$ cat config.mk
export PLATFORM = sky130hd
export DESIGN_NAME = rotary_encoder_button_decoder_top
export DESIGN_NICKNAME = d
export VERILOG_FILES = /design/src/rtl/rebd_pkg.sv /design/src/rtl/rotary_encoder_button_decoder_top.sv /design/src/rtl/rebd_core.sv /design/src/rtl/rebd_out_stage.sv
export VERILOG_INCLUDE_DIRS = /design/src /design/src/rtl
export SDC_FILE = /design/constraint.sdc
export NUM_CORES = 1
export LEC_CHECK = 0
export ABC_AREA = 1
export BUFFER_PORTS_ARGS = -buffer_cell sky130_fd_sc_hd__clkbuf_2
export CORE_MARGIN = 2
export CORE_UTILIZATION = 30
export CTS_CLUSTER_DIAMETER = 80
export CTS_CLUSTER_SIZE = 12
export DETAILED_ROUTE_END_ITERATION = 16
export GPL_TIMING_DRIVEN = 0
export SETUP_SLACK_MARGIN = 0.05
export SYNTH_ARGS = -nofsm -noshare
export SYNTH_HDL_FRONTEND = slang
export SYNTH_HIERARCHICAL = 1
export SYNTH_SLANG_ARGS = --single-unit
$ cat constraint.sdc
create_clock -name aclk -period 4.4 [get_ports aclk]
set_input_delay 0.66 -clock aclk [delete_from_list [all_inputs] [get_ports aclk]]
set_output_delay 0.66 -clock aclk [all_outputs]
set_load 0.03 [all_outputs]
$ cat src/rtl/assert_macros.svh
// Assertion macros used by the RTL of the rotary encoder decoder
`ifndef ASSERT_MACROS_SVH
`define ASSERT_MACROS_SVH
`ifndef NO_ASSERTIONS
// prop must hold at every clock edge out of reset
`define ASSERT_AT(label, clk, rst_n, prop) \
    label: assert property (@(posedge clk) disable iff (!rst_n) prop) \
        else $error("assertion failed");
// expr must never be true out of reset
`define ASSERT_NEVER(label, clk, rst_n, expr) \
    label: assert property (@(posedge clk) disable iff (!rst_n) !(expr)) \
        else $error("forbidden condition seen");
`else
`define ASSERT_AT(label, clk, rst_n, prop)
`define ASSERT_NEVER(label, clk, rst_n, expr)
`endif
`endif

$ cat src/rtl/rebd_pkg.sv
// Types and constants of the rotary encoder and button decoder
`timescale 1ns / 1ps
package rebd_pkg;

    localparam int unsigned TimeW = 32;
    localparam int unsigned MsRegW = 16;
    localparam int unsigned CfgAddrW = 2;
    localparam int unsigned InTdataW = 40;
    localparam int unsigned OutTdataW = 8;

    // phase pair codes, bit 0 clock phase, bit 1 data phase
    localparam logic [1:0] PH_BOTH_LOW = 2'b00;
    localparam logic [1:0] PH_CLK_HIGH = 2'b01;
    localparam logic [1:0] PH_DAT_HIGH = 2'b10;
    localparam logic [1:0] PH_BOTH_HIGH = 2'b11;

    // configuration register indexes
    localparam logic [CfgAddrW-1:0] REG_SWAP_PHASES = 2'd0;
    localparam logic [CfgAddrW-1:0] REG_FAST_TURN_MS = 2'd1;
    localparam logic [CfgAddrW-1:0] REG_DEBOUNCE_MS = 2'd2;
    localparam logic [CfgAddrW-1:0] REG_HOLD_MS = 2'd3;

    localparam logic [MsRegW-1:0] FAST_TURN_MS_RST = 16'd100;
    localparam logic [MsRegW-1:0] DEBOUNCE_MS_RST = 16'd80;
    localparam logic [MsRegW-1:0] HOLD_MS_RST = 16'd700;

    typedef enum logic [2:0] {
        EV_NONE       = 3'd0,
        EV_RIGHT      = 3'd1,
        EV_LEFT       = 3'd2,
        EV_RIGHT_HELD = 3'd3,
        EV_LEFT_HELD  = 3'd4,
        EV_CLICK      = 3'd5,
        EV_LONG_HOLD  = 3'd6
    } event_code_t;

    typedef struct packed {
        logic              swap_phases;
        logic [MsRegW-1:0] fast_turn_ms;
        logic [MsRegW-1:0] button_debounce_ms;
        logic [MsRegW-1:0] button_hold_ms;
    } cfg_t;

    typedef struct packed {
        logic             clear_event;
        logic [TimeW-1:0] now_ms;
        logic             hold_mode;
        logic             button_level;
        logic             phase_b;
        logic             phase_a;
    } in_item_t;

    typedef struct packed {
        logic       is_turning;
        logic       fast_turn;
        logic [2:0] event_code;
    } out_item_t;

endpackage

$ cat src/rtl/rotary_encoder_button_decoder_top.sv
// Top level of the rotary encoder and push button decoder
`timescale 1ns / 1ps
// Takes one poll word per cycle while m_tready does not stall it and returns one result
// word per poll: each accepted poll is held in the input register and decoded
// combinationally into the result register. Throughput is one word per clock when not
// stalled; s_tready follows m_tready combinationally through both registers.
// Configuration writes are always ready and take effect on the next poll; the four
// registers reset to swap 0, fast turn 100 ms, debounce 80 ms and hold 700 ms.
module rotary_encoder_button_decoder_top
    import rebd_pkg::*;
(
    input  logic                 aclk,
    input  logic                 aresetn,
    input  logic                 s_tvalid,
    output logic                 s_tready,
    // [0] phase_a, [1] phase_b, [2] button_level, [3] hold_mode,
    // [35:4] now_ms, [36] clear_event, [39:37] unused
    input  logic [InTdataW-1:0]  s_tdata,
    output logic                 m_tvalid,
    input  logic                 m_tready,
    // [2:0] event_code, [3] fast_turn, [4] is_turning, [7:5] zero
    output logic [OutTdataW-1:0] m_tdata,
    input  logic                 cfg_valid,
    output logic                 cfg_ready,
    input  logic [CfgAddrW-1:0]  cfg_addr,
    input  logic [MsRegW-1:0]    cfg_data
);

    cfg_t      cfg_reg, cfg_next;
    logic      in_valid_reg, in_valid_next;
    in_item_t  in_item_reg;
    logic      out_ready;
    logic      step;
    out_item_t result;

    assign cfg_ready = 1'b1;

    always_comb begin
        cfg_next = cfg_reg;
        if (cfg_valid) begin
            unique case (cfg_addr)
                REG_SWAP_PHASES:  cfg_next.swap_phases        = cfg_data[0];
                REG_FAST_TURN_MS: cfg_next.fast_turn_ms       = cfg_data;
                REG_DEBOUNCE_MS:  cfg_next.button_debounce_ms = cfg_data;
                REG_HOLD_MS:      cfg_next.button_hold_ms     = cfg_data;
                default:          cfg_next = cfg_reg;
            endcase
        end
    end

    always_ff @(posedge aclk) begin
        if (!aresetn) begin
            cfg_reg.swap_phases        <= 1'b0;
            cfg_reg.fast_turn_ms       <= FAST_TURN_MS_RST;
            cfg_reg.button_debounce_ms <= DEBOUNCE_MS_RST;
            cfg_reg.button_hold_ms     <= HOLD_MS_RST;
        end else begin
            cfg_reg <= cfg_next;
        end
    end

    // advance the poll into decode whenever the result register can take it
    assign step     = in_valid_reg && out_ready;
    assign s_tready = !in_valid_reg || out_ready;

    always_comb begin
        in_valid_next = in_valid_reg;
        if (s_tready) begin
            in_valid_next = s_tvalid;
        end
    end

    always_ff @(posedge aclk) begin
        if (!aresetn) begin
            in_valid_reg <= 1'b0;
        end else begin
            in_valid_reg <= in_valid_next;
        end
    end

    always_ff @(posedge aclk) begin
        if (s_tvalid && s_tready) begin
            in_item_reg <= s_tdata[$bits(in_item_t)-1:0];
        end
    end

    rebd_core u_core (
        .aclk    (aclk),
        .aresetn (aresetn),
        .step    (step),
        .item    (in_item_reg),
        .cfg     (cfg_reg),
        .result  (result)
    );

    rebd_out_stage u_out (
        .aclk       (aclk),
        .aresetn    (aresetn),
        .load_valid (in_valid_reg),
        .load_data  (result),
        .load_ready (out_ready),
        .m_tvalid   (m_tvalid),
        .m_tready   (m_tready),
        .m_tdata    (m_tdata)
    );

endmodule

$ cat src/rtl/rebd_core.sv
// Per-poll decode of encoder detents and button events, with the decoder state
`timescale 1ns / 1ps
`include "assert_macros.svh"
module rebd_core
    import rebd_pkg::*;
(
    input  logic      aclk,
    input  logic      aresetn,
    input  logic      step,
    input  in_item_t  item,
    input  cfg_t      cfg,
    output out_item_t result
);

    logic [TimeW-1:0] timer_reg, timer_next;
    logic [1:0]       prev_reg, prev_next;
    logic             armed_reg, armed_next;
    event_code_t      latched_reg, latched_next;
    logic             fast_reg, fast_next;
    logic             turned_reg, turned_next;
    logic             bsample_reg, bsample_next;
    logic             press_reg, press_next;
    logic             hold_reg, hold_next;

    logic             detent;

    always_comb begin
        logic [TimeW-1:0] elapsed;
        logic [TimeW-1:0] fast_lim;
        logic [TimeW-1:0] deb_lim;
        logic [TimeW-1:0] hold_lim;
        logic [1:0]       phases;
        logic             held;
        logic             press_acc;
        event_code_t      ev;

        elapsed  = item.now_ms - timer_reg;
        fast_lim = {{(TimeW-MsRegW){1'b0}}, cfg.fast_turn_ms};
        deb_lim  = {{(TimeW-MsRegW){1'b0}}, cfg.button_debounce_ms};
        hold_lim = {{(TimeW-MsRegW){1'b0}}, cfg.button_hold_ms};
        phases   = cfg.swap_phases ? {item.phase_a, item.phase_b}
                                   : {item.phase_b, item.phase_a};
        held     = !bsample_reg || item.hold_mode;

        ev          = latched_reg;
        fast_next   = fast_reg;
        timer_next  = timer_reg;
        turned_next = turned_reg;
        armed_next  = armed_reg;
        press_next  = press_reg;
        hold_next   = hold_reg;

        detent = armed_reg && (phases == PH_BOTH_HIGH);
        if (detent) begin
            // direction comes from the pair seen just before the return to 11
            if (prev_reg == PH_DAT_HIGH) begin
                ev = held ? EV_RIGHT_HELD : EV_RIGHT;
            end else if (prev_reg == PH_CLK_HIGH) begin
                ev = held ? EV_LEFT_HELD : EV_LEFT;
            end
            fast_next   = (ev != EV_NONE) && (elapsed < fast_lim);
            timer_next  = item.now_ms;
            turned_next = 1'b1;
            armed_next  = 1'b0;
        end
        if (phases == PH_BOTH_LOW) begin
            armed_next = 1'b1;
        end
        prev_next    = phases;
        bsample_next = item.button_level;

        press_acc = !item.button_level && !press_reg && (elapsed > deb_lim);
        if (press_acc) begin
            timer_next  = item.now_ms;
            elapsed     = '0;
            press_next  = 1'b1;
            turned_next = 1'b0;
            hold_next   = 1'b0;
        end
        if (!item.button_level && press_next && !hold_next) begin
            if ((ev != EV_NONE) && (elapsed < hold_lim)) begin
                hold_next = 1'b1;
            end
            if ((ev == EV_NONE) && (elapsed > hold_lim)) begin
                ev        = EV_LONG_HOLD;
                hold_next = 1'b1;
            end
        end
        if (item.button_level && press_next) begin
            if (!hold_next && (elapsed > deb_lim) && !turned_next) begin
                ev = EV_CLICK;
            end
            timer_next = item.now_ms;
            press_next = 1'b0;
        end

        result.event_code = ev;
        result.fast_turn  = fast_next;
        unique case (ev)
            EV_RIGHT, EV_LEFT, EV_RIGHT_HELD, EV_LEFT_HELD: result.is_turning = 1'b1;
            default:                                        result.is_turning = 1'b0;
        endcase
        // drop the latched event when the poll sets clear_event
        latched_next = item.clear_event ? EV_NONE : ev;
    end

    always_ff @(posedge aclk) begin
        if (!aresetn) begin
            timer_reg   <= '0;
            prev_reg    <= PH_BOTH_LOW;
            armed_reg   <= 1'b0;
            latched_reg <= EV_NONE;
            fast_reg    <= 1'b0;
            turned_reg  <= 1'b0;
            bsample_reg <= 1'b1;
            press_reg   <= 1'b0;
            hold_reg    <= 1'b0;
        end else if (step) begin
            timer_reg   <= timer_next;
            prev_reg    <= prev_next;
            armed_reg   <= armed_next;
            latched_reg <= latched_next;
            fast_reg    <= fast_next;
            turned_reg  <= turned_next;
            bsample_reg <= bsample_next;
            press_reg   <= press_next;
            hold_reg    <= hold_next;
        end
    end

    `ASSERT_AT(a_clear_empties, aclk, aresetn, step && item.clear_event |=> latched_reg == EV_NONE)
    `ASSERT_AT(a_detent_restarts_timer, aclk, aresetn, step && detent |=> timer_reg == $past(item.now_ms))
    `ASSERT_AT(a_idle_keeps_state, aclk, aresetn, !step |=> $stable(latched_reg) && $stable(timer_reg))
    `ASSERT_NEVER(a_press_needs_low, aclk, aresetn, press_reg && bsample_reg)

endmodule

$ cat src/rtl/rebd_out_stage.sv
// Result register between the decoder and the result stream
`timescale 1ns / 1ps
module rebd_out_stage
    import rebd_pkg::*;
(
    input  logic                 aclk,
    input  logic                 aresetn,
    input  logic                 load_valid,
    input  out_item_t            load_data,
    output logic                 load_ready,
    output logic                 m_tvalid,
    input  logic                 m_tready,
    output logic [OutTdataW-1:0] m_tdata
);

    logic      valid_reg, valid_next;
    out_item_t data_reg;

    assign load_ready = !valid_reg || m_tready;

    always_comb begin
        valid_next = valid_reg;
        if (load_ready) begin
            valid_next = load_valid;
        end
    end

    always_ff @(posedge aclk) begin
        if (!aresetn) begin
            valid_reg <= 1'b0;
        end else begin
            valid_reg <= valid_next;
        end
    end

    // hold the word while the sink stalls
    always_ff @(posedge aclk) begin
        if (load_ready && load_valid) begin
            data_reg <= load_data;
        end
    end

    assign m_tvalid = valid_reg;
    assign m_tdata  = {{(OutTdataW-$bits(out_item_t)){1'b0}}, data_reg};

endmodule
==> results.cfg, run 1 <==
[timing]
setup_viol = 8
setup_slack_ns = -0.580
finalCritPeriodShare = 1.13
fmax_ghz = 0.201
rsz0062_at_grt = yes
fin_tns_setup_ns = -4.01
tightest_slew_ns = 0.687
drv_slew = 0
maxSlewHeadroom = 0.537
hold_violations = 0
period_minus_slack_ns = 4.98
fin_worst_skew_ns = 0.0106

[layout]
stdcell_count = 1934
final_util = 0.386
largest_register_ffs = 49
seqCellArea_mm2 = 0.00314
syn_to_final_growth_pct = 25.8
multi_input_area_mm2 = 0.00572
finalNetCount = 1681
drive_gt1_frac = 0.176
antenna-diode-count = 0
fill_cells = 3218

[detailed_routing]
post_drt_wl_per_cell_um = 13.4
dr.first_iter.drc_count = 509
antenna_left = 0
wl_mm = 25.9
drc = 0
drtPass1Iterations = 5
vias = 8719
vias_per_cell = 4.51

[placement]
hpwl_mm = 19.8
place_congestion = 0.904
place_inst = 1873
numPortBuffers = 65

[synthesis]
synth_top_cells_by_area = dfxtp_1 20%, nand2_1 16%, edfxtp_1 13%
synth_cells = 1409
synth_area_leader_cell = dfxtp_1
synthTopCellsByCount = 393 x nand2_1, 291 x inv_1, 161 x nor2_1
synth.top_cell.area_share = 0.199
synth_area_mm2 = 0.00943
ys_seq_area_frac = 0.333
avgSynthCellArea_um2 = 6.70
yosys_warnings = 6
ys_types = 47
synth_edf_count = 42
synthFlopType = dfxtp_1
ys_seq_elements = 136
yosysMostFrequentCell = nand2_1
synthArstFlopShare = 0

[pwr]
p_comb_frac = 0.320
leakagePower_nw = 5.97
netSwitchingPower_mw = 1.42
clkPwrFrac = 0.346
ir_drop_uv = 293
p_sw_frac = 0.337
internal_power_mw = 2.80
seq_power_share = 0.335
power_density_mw_per_mm2 = 355

[clocking]
cts.sinks = 136
cts_root_buf = clkbuf_16
htree_levels = 4
cts_made_buffers = 17
clk_pin_slew_worst_paths_ns = 0.06
cts_tree = built
clock_latency_ns = 0.44
cts_buffer_depth = 2
hold_buffers = 0

[worst_setup_path]
max_stage_delay_ns = 0.45
cp_slowest_cell = edfxtp_1
crit_path_start_kind = flip-flop
critPathCaptureType = flip-flop
required_ns = 4.60
cp_max_fo = 5
path_class = flip-flop to flip-flop
cp_common_cell = nand2_1
critPathTopFamily = simple AND/OR/NAND/NOR gates
arrival_ns = 5.18
timing.critical_path.buf_inv = 6

[grt]
grt_use_total = 0.158
antenna_found_initial = 0
met3_usage = 0.0238
globalRouteMet1Util = 0.205
grt_max_degree = 28
grt_pass1_wl_mm = 41.3
grt.busiest_layer = met2
grt_pass1_vias = 8321
met2_usage = 0.269
gr-total-overflow = 0

[floorplan]
die_y_um = 181
start_util = 0.307
io_pins = 74
core_mm2 = 0.0307
die_w_um = 181
fp.dieArea_mm2 = 0.0329
rows = 64

[job]
cap_violations = 0

[run_status]
outcome = finished with violations
violations = negative setup slack

[worst_hold_path]
hp-class = input port to flip-flop
cells in the final DEF, fill, tap and decap left out, types with 4 or more instances in the layout:
master / n
nand2_1: 373
inv_1: 288
nor2_1: 148
dfxtp_1: 94
a21oi_1: 77
clkbuf_2: 68
ha_1: 68
nand3_1: 50
o21ai_0: 44
edfxtp_1: 42
buf_4: 32
ha_4: 24
nand2_2: 22
clkbuf_16: 19
nand4_1: 19
clkbuf_1: 16
nor2_2: 13
nand2_4: 10
inv_2: 9
buf_2: 8
o211ai_1: 8
nand3_2: 7
nor2_4: 6
a21oi_2: 6
xor2_2: 5
xor2_4: 5
conb_1: 4
and2_1: 4
nor3_1: 4
power by group through the flow:
| stage | registers (mW) | logic, mW | clock network [mW] |
|---|---|---|---|
| 3_5_place_dp | 1.43 | 1.08 | 0 |
| 5_1_grt | 1.42 | 1.53 | 1.55 |
| 3_3_place_gp | 1.44 | 1.05 | 0 |
| 4_1_cts | 1.41 | 1.22 | 1.50 |
| 6_report | 1.41 | 1.35 | 1.46 |
| 2_1_floorplan | 1.43 | 0.797 | 0 |
repair_timing:
item                       4_1_cts  5_1_grt
setup buffers                   18       10
pin swaps                       26       36
cloned                           1        0
setup endpoints to repair       21       39
gates resized for setup         65       56
path summary, 6_finish.rpt:
check                                                  startpoint                                end  slack [ns]  depth (start not counted)
worst max-delay path                    in_item_reg[11]$_DFFE_PP_         u_out/m_tdata[4]$_DFFE_PP_       -0.58                         32
worst min-delay path                                   s_tdata[2]           in_item_reg[2]$_DFFE_PP_        0.40                          1
worst min register to register  u_core/timer_reg[28]$_SDFFE_PN0P_  u_core/timer_reg[28]$_SDFFE_PN0P_        0.46                          2
worst max register to register          in_item_reg[11]$_DFFE_PP_         u_out/m_tdata[4]$_DFFE_PP_       -0.58                         32
layer usage:
layer	wire length, um	vias up	part of all wire
met5	0	-	0
met4	452	0	0.017
met2	12300	150	0.47
met1	12300	3942	0.48
li1	-	4598	-
met3	886	29	0.034
area by class of cell:
class | count | share of cell area
Timing Repair Buffer | 95 | 0.0490
Tap cell | 396 | 0.0418
Sequential cell | 136 | 0.265
Inverter | 300 | 0.0955
Clock inverter | 10 | 0.0100
Multi-Input combinational cell | 942 | 0.482
Buffer | 33 | 0.0169
Clock buffer | 22 | 0.0401
logic make-up after synthesis:
logic type | share of synthesized area
xor+xnor | 0.0149
simple gates | 0.294
other cells | 0.000796
buf+inv | 0.138
compound gates | 0.0951
flops | 0.333
fa+ha+maj | 0.124
per-stage QoR:
| stage | instance area [um2] | hold slack [ns] | worst slack [ns] | power [mW] |
|---|---|---|---|---|
| after floorplan | 9480 | 0.433 | -0.0590 | 2.23 |
| after global placement | 10300 | 0.444 | -0.989 | 2.49 |
| after detailed placement | 10300 | 0.450 | -1.02 | 2.52 |
| after CTS | 11500 | 0.384 | -0.610 | 4.14 |
| after global routing | 11900 | 0.384 | -0.911 | 4.50 |
| final | 11900 | 0.400 | -0.580 | 4.22 |
Note: power is estimated with default switching activity, not from simulation.
==> run 2, diff against run 1 <==
--- a/config.mk
+++ b/config.mk
@@ -13,7 +13,6 @@
 export CTS_CLUSTER_DIAMETER = 80
 export CTS_CLUSTER_SIZE = 12
 export DETAILED_ROUTE_END_ITERATION = 16
-export GPL_TIMING_DRIVEN = 0
 export SETUP_SLACK_MARGIN = 0.05
 export SYNTH_ARGS = -nofsm -noshare
 export SYNTH_HDL_FRONTEND = slang
==> results.cfg, run 2 (synthesis gave the netlist of run 1 again) <==
[run_status]
outcome = finished with violations
violations = negative setup slack

[worst_setup_path]
cp_common_cell = nand2_2
cp_slowest_cell = edfxtp_1
max_stage_delay_ns = 0.37
r2r-start = in_item_reg[4]$_DFFE_PP_
reg2regPathDepth = 36
crit_path_start_kind = flip-flop
path_class = flip-flop to flip-flop
r2r_setup_slack_ns = -0.36
critPathCaptureType = flip-flop
regToRegEndpoint = u_out/m_tdata[4]$_DFFE_PP_
arrival_ns = 4.95
required_ns = 4.59
cp_max_fo = 5

[layout]
final_common_cell = nand2_1
fill_cells = 3160
final_util = 0.401
seqCellArea_mm2 = 0.00314
largest_register_ffs = 49
syn_to_final_growth_pct = 30.8
finalNetCount = 1749
drive_gt1_frac = 0.221
antenna-diode-count = 0
postLayoutCellArea_mm2 = 0.0123
stdcell_count = 2002
final_cell_mix = 374 x nand2_1, 287 x inv_1, 145 x nor2_1
multi_input_area_mm2 = 0.00565

[placement]
place_inst = 1956
pre_cts_slack_ns = -0.490
dpl_cell_area_mm2 = 0.0110
hpwl_mm = 18.8
numPortBuffers = 66
place_congestion = 0.882

[pwr]
netSwitchingPower_mw = 1.46
ir_drop_uv = 254
seq_power_share = 0.325
leakagePower_nw = 6.32
p_comb_frac = 0.342
p_sw_frac = 0.336
total_power_mw = 4.34
clkPwrFrac = 0.334
power_density_mw_per_mm2 = 352
internal_power_mw = 2.89

[timing]
maxSlewHeadroom = 0.282
hold_ws_ns = 0.400
setup_slack_ns = -0.359
fmax_ghz = 0.210
period_minus_slack_ns = 4.76
fin_worst_skew_ns = 0.0107
rsz0062_at_grt = yes
fin_tns_setup_ns = -2.28
hold_violations = 0
setup_viol = 8
drv_slew = 0
tightest_slew_ns = 1.07
finalCritPeriodShare = 1.08

[floorplan]
start_util = 0.307
core_mm2 = 0.0307
rows = 64
fp.dieArea_mm2 = 0.0329
die_y_um = 181
io_pins = 74
die_w_um = 181

[detailed_routing]
drc = 0
post_drt_wl_per_cell_um = 12.6
vias = 8937
vias_per_cell = 4.46
wl_mm = 25.3
dr.first_iter.drc_count = 399
drtPass1Iterations = 5
antenna_left = 0

[grt]
grt_use_total = 0.155
grt_max_degree = 63
grt_pass1_wl_mm = 40.9
gr-total-overflow = 0
antenna_found_initial = 0
grt_pass1_vias = 8517

[worst_hold_path]
worstHoldEndpoint = in_item_reg[8]$_DFFE_PP_
min_path_cells = 1
hp-class = input port to flip-flop
min_from = s_tdata[8]

[job]
cap_violations = 0

[clocking]
cts_buffer_depth = 2
cts.sinks = 136
cts_made_buffers = 17
clock_latency_ns = 0.43
hold_buffers = 0
clk_pin_slew_worst_paths_ns = 0.06
cts_root_buf = clkbuf_16
htree_levels = 4
cts_tree = built
run 2: cell count changes in the layout (fill, tap and decap cells not counted), sizes merged:
cell      before  now
buf           45  129
clkbuf       105   86
inv          301  309
clkinv         6    2
clkinvlp       1    0
run 2: what timing repair did:
| item | CTS | global route |
|---|---|---|
| resized for setup | 47 | 67 |
| pin swaps | 30 | 38 |
| setup endpoints to repair | 8 | 8 |
| setup buffers | 8 | 6 |
| cloned | 1 | 0 |
run 2: power by group through the flow:
| stage | Combinational (mW) | Clock (mW) | Sequential [mW] |
|---|---|---|---|
| 2_1_floorplan | 0.797 | 0 | 1.43 |
| 3_3_place_gp | 1.24 | 0 | 1.43 |
| 3_5_place_dp | 1.27 | 0 | 1.43 |
| 4_1_cts | 1.35 | 1.49 | 1.41 |
| 5_1_grt | 1.67 | 1.55 | 1.42 |
| 6_report | 1.48 | 1.45 | 1.41 |
run 2: cell type report:
type | instances | area share
clock buffer | 20 | 0.0362
clock inverter | 12 | 0.0110
inverter | 300 | 0.0920
multi-input combinational | 942 | 0.458
sequential | 136 | 0.255
tap | 396 | 0.0401
timing repair buffer | 195 | 0.108
timing repair inverter | 1 | 0.000304
run 2: how the worst max path moves through the flow:
stage / slack, ns / start / cells past startpoint / endpoint
final: -0.36 / in_item_reg[4]$_DFFE_PP_ / 36 / u_out/m_tdata[4]$_DFFE_PP_
after global routing: -0.73 / in_item_reg[4]$_DFFE_PP_ / 37 / u_out/m_tdata[4]$_DFFE_PP_
after CTS: -0.39 / in_item_reg[4]$_DFFE_PP_ / 35 / u_out/m_tdata[4]$_DFFE_PP_
after detailed placement: -0.49 / in_item_reg[4]$_DFFE_PP_ / 34 / u_out/m_tdata[4]$_DFFE_PP_
after global placement: -0.42 / in_item_reg[4]$_DFFE_PP_ / 34 / u_out/m_tdata[4]$_DFFE_PP_
after floorplan: -0.06 / in_item_reg[4]$_DFFE_PP_ / 37 / u_out/m_tdata[4]$_DFFE_PP_
run 2: critical path: cells and delay by family (launching register included):
kind,cells,cell delay (ns)
flops,1,0.37
simple gates,25,2.63
fa+ha+maj,4,0.93
xor+xnor,1,0.19
buf+inv,6,0.38
run 2: per-layer routing:
metal	vias up	GRT usage	part of all wire
met5	-	0	0
met2	112	0.265	0.48
met4	0	0.0530	0.018
met3	26	0.0214	0.021
met1	4065	0.199	0.48
li1	4734	-	-
